--- src/hdl/pfba_pkg.sv ---
// Shared constants, types and helpers of the page frame bitmap allocator.
package pfba_pkg;

    // Bitmap geometry
    localparam int NUM_FRAMES      = 32768;
    localparam int RESERVED_FRAMES = 256;
    localparam int WORD_BITS       = 32;
    localparam int WORD_COUNT      = (NUM_FRAMES + WORD_BITS - 1) / WORD_BITS;
    localparam int WORD_AW         = $clog2(WORD_COUNT);
    localparam int BIT_AW          = $clog2(WORD_BITS);
    localparam int FRAME_AW        = WORD_AW + BIT_AW;

    // Field widths
    localparam int KIND_W  = 2;
    localparam int INDEX_W = 15;
    localparam int LEN_W   = 16;
    localparam int COUNT_W = 16;
    localparam int CFG_W   = 16;

    // Scan limit and working widths for sums of frames and lengths
    localparam int LIM_W = $clog2(NUM_FRAMES + 1);
    localparam int SUM_W = ((LEN_W > LIM_W) ? LEN_W : LIM_W) + 1;
    localparam int ACC_W = COUNT_W + 1;

    // Reset values
    localparam int RESV_EFF           = (RESERVED_FRAMES < NUM_FRAMES) ?
                                        RESERVED_FRAMES : NUM_FRAMES;
    localparam int USED_RESET         = (RESV_EFF > 65535) ? 65535 : RESV_EFF;
    localparam int FRAMES_TOTAL_RESET = 32768;

    // Configuration port
    localparam int   APB_AW               = 3;
    localparam int   APB_DW               = 32;
    localparam int   REG_SEL_BIT          = 2;
    localparam logic REG_IDX_FRAMES_TOTAL = 1'b0;

    typedef enum logic [KIND_W-1:0] {
        KIND_ALLOC_ONE = 2'd0,
        KIND_FREE_ONE  = 2'd1,
        KIND_ALLOC_RUN = 2'd2,
        KIND_FREE_RUN  = 2'd3
    } t_kind;

    typedef enum logic [2:0] {
        ST_INIT,
        ST_IDLE,
        ST_SCAN,
        ST_MARK,
        ST_DONE
    } t_state;

    // Control from the sequencer to the run scanner
    typedef struct packed {
        logic clear;
        logic step;
    } t_scan_ctl;

    // Reset contents of one bitmap word: reserved low frames marked used
    function automatic logic [WORD_BITS-1:0] init_word(input logic [WORD_AW-1:0] w);
        logic [WORD_BITS-1:0] word;
        logic [31:0]          frame;
        word = '0;
        for (int b = 0; b < WORD_BITS; b++) begin
            frame   = 32'({w, BIT_AW'(b)});
            word[b] = (frame < 32'(RESV_EFF));
        end
        return word;
    endfunction

endpackage

--- src/hdl/pfba_run_scan.sv ---
// Run scanner: tests one bitmap word per step against the wanted run length.
module pfba_run_scan (
    input  logic                          i_clk,
    input  logic                          i_rst_n,
    input  pfba_pkg::t_scan_ctl           i_ctl,
    input  logic [pfba_pkg::WORD_BITS-1:0] i_free,
    input  logic [pfba_pkg::LEN_W-1:0]     i_len,
    output logic                          o_hit,
    output logic [pfba_pkg::BIT_AW-1:0]    o_pos
);
    import pfba_pkg::*;

    logic [LIM_W-1:0]     r_carry;
    logic [LIM_W-1:0]     n_carry;
    logic [WORD_BITS-1:0] cond;
    logic [WORD_BITS-1:0] cond_first;
    logic [WORD_BITS-1:0] used_rev;
    logic [WORD_BITS-1:0] used_rev_first;
    logic [BIT_AW-1:0]    top_run;

    // Per bit: does a run of i_len free frames end here?
    always_comb begin
        logic [SUM_W-1:0]     diff;
        logic [BIT_AW-1:0]    lo;
        logic [WORD_BITS-1:0] win;
        for (int p = 0; p < WORD_BITS; p++) begin
            diff = SUM_W'(p + 1) - SUM_W'(i_len);
            lo   = (SUM_W'(i_len) <= SUM_W'(p + 1)) ? diff[BIT_AW-1:0] : '0;
            win  = ({WORD_BITS{1'b1}} << lo) &
                   ({WORD_BITS{1'b1}} >> BIT_AW'(WORD_BITS - 1 - p));
            cond[p] = ((~i_free & win) == '0) &&
                      ((SUM_W'(r_carry) + SUM_W'(p + 1)) >= SUM_W'(i_len));
        end
    end

    // Pick the lowest position that completes the run
    assign cond_first = cond & (~cond + WORD_BITS'(1));

    always_comb begin
        o_pos = '0;
        for (int p = 0; p < WORD_BITS; p++) begin
            if (cond_first[p]) begin
                o_pos = o_pos | BIT_AW'(p);
            end
        end
    end

    assign o_hit = |cond;

    // Count free frames at the top of the word to carry into the next one
    always_comb begin
        for (int q = 0; q < WORD_BITS; q++) begin
            used_rev[q] = ~i_free[WORD_BITS - 1 - q];
        end
    end

    assign used_rev_first = used_rev & (~used_rev + WORD_BITS'(1));

    always_comb begin
        top_run = '0;
        for (int q = 0; q < WORD_BITS; q++) begin
            if (used_rev_first[q]) begin
                top_run = top_run | BIT_AW'(q);
            end
        end
    end

    assign n_carry = (&i_free) ? (r_carry + LIM_W'(WORD_BITS)) : LIM_W'(top_run);

    // Hold the running count of free frames across words
    always_ff @(posedge i_clk) begin
        if (!i_rst_n) begin
            r_carry <= '0;
        end else if (i_ctl.clear) begin
            r_carry <= '0;
        end else if (i_ctl.step) begin
            r_carry <= n_carry;
        end
    end

endmodule

--- config.mk ---
export PLATFORM = sky130hd
export DESIGN_NAME = pfba_run_scan
export DESIGN_NICKNAME = d
export VERILOG_FILES = /design/src/hdl/pfba_pkg.sv /design/src/hdl/pfba_run_scan.sv
export SDC_FILE = /design/constraint.sdc
export NUM_CORES = 1
export LEC_CHECK = 0
export ABC_AREA = 1
export BUFFER_PORTS_ARGS = -buffer_cell sky130_fd_sc_hd__buf_2
export CAP_MARGIN = 20
export CORE_UTILIZATION = 25
export DETAILED_ROUTE_END_ITERATION = 12
export SLEW_MARGIN = 20
export SYNTH_ARGS = -nofsm -noshare
export SYNTH_HDL_FRONTEND = slang
export SYNTH_SLANG_ARGS = --single-unit
export TNS_END_PERCENT = 50
--- constraint.sdc ---
create_clock -name i_clk -period 12.2 [get_ports i_clk]
set_input_delay 3.05 -clock i_clk [delete_from_list [all_inputs] [get_ports i_clk]]
set_output_delay 3.05 -clock i_clk [all_outputs]
set_load 0.03 [all_outputs]
After elaboration in Yosys (flattened, before gate mapping). Cells that the tools add are included.

Add/subtract/negate cells: 67. $lt $le $gt $ge: 64. Equality and inequality tests: 1. Shift operators: 32. Muxes and demuxes: 100. Bitwise logic cells: 69. Reductions and logical operators: 66.

Operators by type and width (count): logical NOT 32 bit (32); greater-or-equal comparator 17 x 16 -> 1 bit (32); 2-to-1 mux 5 bit (64); adder 16 x 5 -> 17 bit (second input constant) (16); less-or-equal comparator 16 x 5 -> 1 bit (second input constant) (16); adder 16 x 4 -> 17 bit (second input constant) (8); less-or-equal comparator 16 x 4 -> 1 bit (second input constant) (8); bitwise AND 32 bit (3); 2-to-1 mux 16 bit (6); NOT 32 bit (3); subtractor 5 bit (first input constant) (16); adder 16 x 3 -> 17 bit (second input constant) (4); adder 32 x 1 -> 32 bit (second input constant) (2); less-or-equal comparator 16 x 3 -> 1 bit (second input constant) (4); 2-to-1 mux 4 bit (16); subtractor 4 x 5 -> 5 bit (first input constant) (8); adder 16 x 2 -> 17 bit (second input constant) (2); bitwise AND 32 x 1 -> 32 bit (1); bitwise AND 32 x 10 -> 32 bit (1); bitwise AND 32 x 11 -> 32 bit (1); bitwise AND 32 x 12 -> 32 bit (1); bitwise AND 32 x 13 -> 32 bit (1); bitwise AND 32 x 14 -> 32 bit (1); bitwise AND 32 x 15 -> 32 bit (1); 73 further kinds (152).

Register bits after elaboration: 16. Bits of input ports: 52. Logic and storage cells: 400.

Depth between registers and ports, before layout.
Depth after elaboration: 41. Depth in mapped cells: 34. Depth with buffers taken out: 32.

Worst setup path before layout. No wires, ideal clock.

Path kind: in2out. Start: input i_len[1] (netlist name). End: output o_pos[4] (netlist name). Arrival: 6334 ps. Data required time: 9150 ps. Slack: 2816 ps. Cell stages on the path: 26. Path buffers: 3. Cells stage by stage: buf_2 inv_2 buf_1 ha_1 buf_6 nor2_1 clkinv_1 nor2_1 inv_1 nand3_1 nand2_1 nand2_1 nor2_1 nand3_1 nand2_1 nand2_1 nand2_1 nand2_1 nand2_1 nor2_1 nand3_2 nor2_2 nand2_1 nand3_1 nor2_1 nand3_1.

Word-level cells in the longest chain between the ends: 25. Elaborated cells between the ends (all ways): 275. Classes of those cells: 33 x add/sub; 64 x order compare; 32 x shift; 48 x mux; 34 x bitwise; 64 x reduce/logical.

RTL lines: start, declared (RTL line pfba_run_scan.sv:7) `input logic [pfba_pkg::LEN_W-1:0] i_len,`; less-or-equal comparator 16 x 1 -> 1 bit, or another cell as far along (RTL line pfba_run_scan.sv:28) `lo = (SUM_W'(i_len) <= SUM_W'(p + 1)) ? diff[BIT_AW-1:0] : '0;`; 2-to-1 mux 5 bit (RTL line pfba_run_scan.sv:28); left shift 32 x 5 -> 1 bit, or another cell as far along (RTL line pfba_run_scan.sv:29) `win = ({WORD_BITS{1'b1}} << lo) &`; bitwise AND 32 x 1 -> 32 bit, or another cell as far along (RTL line pfba_run_scan.sv:31) `cond[p] = ((~i_free & win) == '0) &&`; logical NOT 32 bit (RTL line pfba_run_scan.sv:31); logical AND 1 bit (RTL line pfba_run_scan.sv:31); NOT 32 bit (RTL line pfba_run_scan.sv:37) `assign cond_first = cond & (~cond + WORD_BITS'(1));`; adder 32 x 1 -> 32 bit (RTL line pfba_run_scan.sv:37); bitwise AND 32 bit * (RTL line pfba_run_scan.sv:37); 2-to-1 mux 5 bit (15 in series) (RTL line pfba_run_scan.sv:42) `if (cond_first[p]) begin`; 2-to-1 mux 5 bit * (RTL line pfba_run_scan.sv:42); end, declared (RTL line pfba_run_scan.sv:9) `output logic [pfba_pkg::BIT_AW-1:0] o_pos`.

Every way passes the cells marked *; elsewhere a longest branch is shown, timed or not.

Worst setup path after layout.
Start: input i_len[3] (netlist name). End: output o_pos[3] (netlist name).

Word-level cells in the longest chain between the ends: 33. Elaborated cells between the ends (all ways): 283. Classes of those cells: 33 x add/sub; 64 x order compare; 32 x shift; 56 x mux; 34 x bitwise; 64 x reduce/logical.

RTL lines (RTL line): less-or-equal comparator 16 x 1 -> 1 bit, or another cell as far along (pfba_run_scan.sv:28); 2-to-1 mux 5 bit (pfba_run_scan.sv:28); left shift 32 x 5 -> 1 bit, or another cell as far along (pfba_run_scan.sv:29); bitwise AND 32 x 1 -> 32 bit, or another cell as far along (pfba_run_scan.sv:31); logical NOT 32 bit (pfba_run_scan.sv:31); logical AND 1 bit (pfba_run_scan.sv:31); NOT 32 bit (pfba_run_scan.sv:37); adder 32 x 1 -> 32 bit (pfba_run_scan.sv:37); bitwise AND 32 bit * (pfba_run_scan.sv:37); 2-to-1 mux 4 bit (8 in series) (pfba_run_scan.sv:42); 2-to-1 mux 5 bit (15 in series) (pfba_run_scan.sv:42); 2-to-1 mux 5 bit * (pfba_run_scan.sv:42).

Marks and branches as above.

==> out/metrics.csv <==
stage,metric,value,unit
logic_synthesis,Netlist cell types,57,
floorplan,FP Rows,120,
finish,Top reg by flops,r_carry,
placement,Final HPWL DP,116000,um
route,first-pass iteration count of the detailed router,8,
global_routing,pin count of the biggest net entering global routing,34,
timing,Rel. slew slack,0.238,
global_routing,global-route wire length before repair,223000,um
clock_network,post-CTS setup buffer count,0,
clock_network,TritonCTS clock tree,done,
logic_synthesis,Avg Synthesized Cell Area,5.53,um^2
floorplan,total core area,108000,um^2
global_routing,all-layer global routing usage,0.272,
critical_path,nature of the critical path endpoint,output pin,
timing,clk_skew,0.00549,ns
placement,"Cell Area, Placed",29300,um^2
critical_path,CP max FO,30,
floorplan,Die ar.,110000,um^2
timing,final setup TNS,0,ns
global_routing,antenna violations before repair,9,
floorplan,Ports,58,
clock_network,clock slew seen by the registers of the worst setup and hold paths,0.05,ns
critical_path,crit path launch type,input pin,
worst_hold_path,hold path cells,3,
floorplan,Initial Utilization,0.253,
route,vias per cell,5.64,
flow_run,max cap viols,0,
power_and_ir_drop,power density cells,22.0,nW/um^2
critical_path,Worst EP required,9.15,ns
route,drt total wl,157000,um
finish,# nets final,5433,
critical_path,CP arrival,7.82,ns
outcome,status,"finished, final reports clean",
power_and_ir_drop,leakage power,16.0,nW
logic_synthesis,Post-synth top cells,"nand2_1, nor2_1, inv_1",
clock_network,CTS hold repair buffers,0,
route,DR iter-0 viols,4263,
global_routing,number of global-route vias before repair,33061,
clock_network,H-tree levels,1,
global_routing,Overflow after GRT,0,
timing,Slew @ Worst Pin,1.14,ns
route,Routed Antenna Nets,0,
finish,Largest register FFs,16,
clock_network,CTS max path bufs,2,
power_and_ir_drop,Peak VDD IR,34.0,uV
logic_synthesis,synthesized area,27300,um^2
route,vias,35726,
finish,biggest regs,r_carry x16,
timing,final worst path period share,0.891,
finish,Post-Route Utilization,0.273,
logic_synthesis,Yosys top cell area share,0.209,
logic_synthesis,most frequent cell after synthesis,nand2_1,
logic_synthesis,sequential share of the synthesized area,0.0117,
clock_network,cts repair resizes,0,
placement,port buffer count,57,
placement,Placement Setup Slack,1.63,ns
floorplan,die height,332,um
finish,Layout area overhead,7.68,%
clock_network,Num CTS Buffers,3,
placement,GP Congestion,1.10,
logic_synthesis,register bit count reported by yosys,16,
logic_synthesis,Syn Nets,5442,
clock_network,Sink Count,16,
timing,Final Hold Viols,0,
critical_path,Worst Reg-to-Reg Cells,11,
logic_synthesis,Post-synth ARST share,0,
finish,fin area,29400,um^2
finish,Layout fillers,12345,
route,DRC errors left,0,
timing,post-layout min period,10.87,ns
timing,Fmax,92.0,MHz
worst_hold_path,Hold WC Path Type,reg -> reg,
timing,fin. max-slew vios,0,
logic_synthesis,Synth area leader,ha_1,
logic_synthesis,Yosys Warn Count,0,
clock_network,worst skew pair latency,0.26,ns
floorplan,Die Width,332,um
logic_synthesis,Synth area leaders,"ha_1, nand2_1, xor2_1",
timing,Setup WS post-layout,1.33,ns
route,WL per Instance,24.8,um
critical_path,critical path class,in -> out,
timing,Final setup viols,0,
logic_synthesis,top_reg_cell synth,dfxtp_1,
logic_synthesis,Post-Synthesis Cells,4935,
finish,ratio of cells with drive above 1 in the final layout,0.0569,
logic_synthesis,number of synthesized flops with an enable pin,0,
timing,RSZ-0062 raised after global routing,no,
clock_network,CTS Root Cell,clkbuf_16,
critical_path,FF-to-FF setup slack,8.40,ns
[layout make-up]
type                    count  area (um^2)  area share
diodes                      4         10.0    0.000341
clock buffers               4         88.8     0.00303
inverters                 543         2040      0.0695
multi-input cells        4207        24100       0.822
flip-flops and latches     16          323      0.0110
well taps                1403         1760      0.0598
repair buffers            155         1020      0.0348
[per-stage QoR]
stage	hold WS [ns]	total power, mW	cells
finish	0.709	0.646	6332
detailed placement	0.670	0.543	6324
global route	0.718	0.675	6328
CTS	0.679	0.619	6328
global placement	0.674	0.543	6324
floorplan	0.597	0.345	4935
[placed cells by master, fill, tap and decap left out, drive strengths merged, types with 8 or more instances in the layout]
cell type	n
a211oi	16
a21oi	350
a31oi	12
and3	9
buf	155
clkinv	21
dfxtp	16
ha	455
inv	522
nand2	1439
nand3	364
nand3b	21
nand4	157
nor2	561
nor3	64
nor4	20
o211ai	29
o21a	8
o21ai	328
xor2	318
[worst max-delay path: stages]
cell and delay [ns]:
buf_2 0.57, inv_2 0.38, ha_1 0.43, inv_1 0.42
nand3_1 0.35, o21ai_0 0.24, a21oi_1 0.11, nor2_1 0.66
nand3_1 0.21, nor2_1 0.17, nand2_1 0.22, nor3_1 0.28
nand3_1 0.18, nand3_1 0.12, nor2_1 0.05, nand3_1 0.12
buf_2 0.22
[report_power, final]
part / switching, mW / leakage, nW / internal [mW]
Combinational: 0.392 / 15.8 / 0.126
Sequential: 0.000170 / 0.130 / 0.0526
Clock: 0.0255 / 0.0442 / 0.0500
[layer usage]
layer  track usage  up-vias  wire, um
li1              -    16313         -
met1         0.333    16193     59600
met2         0.414     2522     64100
met3        0.0718      686     20100
met4         0.182       12     13000
met5             0        -        86
[cell families (layout without fill, tap and decap cells)]
group	count (synthesis)	after routing	share of synthesized area
other cells	0	4	0
compound gates	776	776	0.152
xor+xnor	324	324	0.105
simple gates	2650	2650	0.417
mux	2	2	0.000826
fa+ha+maj	455	455	0.209
flops	16	16	0.0117
buf+inv	712	702	0.104
[worst paths after layout]
| check | to | start |
|---|---|---|
| worst max-delay path | o_pos[3] | i_len[3] |
| worst min-delay path | r_carry[0]$_SDFFE_PN0P_ | r_carry[0]$_SDFFE_PN0P_ |
| worst min register to register | r_carry[0]$_SDFFE_PN0P_ | r_carry[0]$_SDFFE_PN0P_ |
| worst max register to register | r_carry[13]$_SDFFE_PN0P_ | r_carry[5]$_SDFFE_PN0P_ |
No activity file was read; power rests on OpenSTA's default activity.
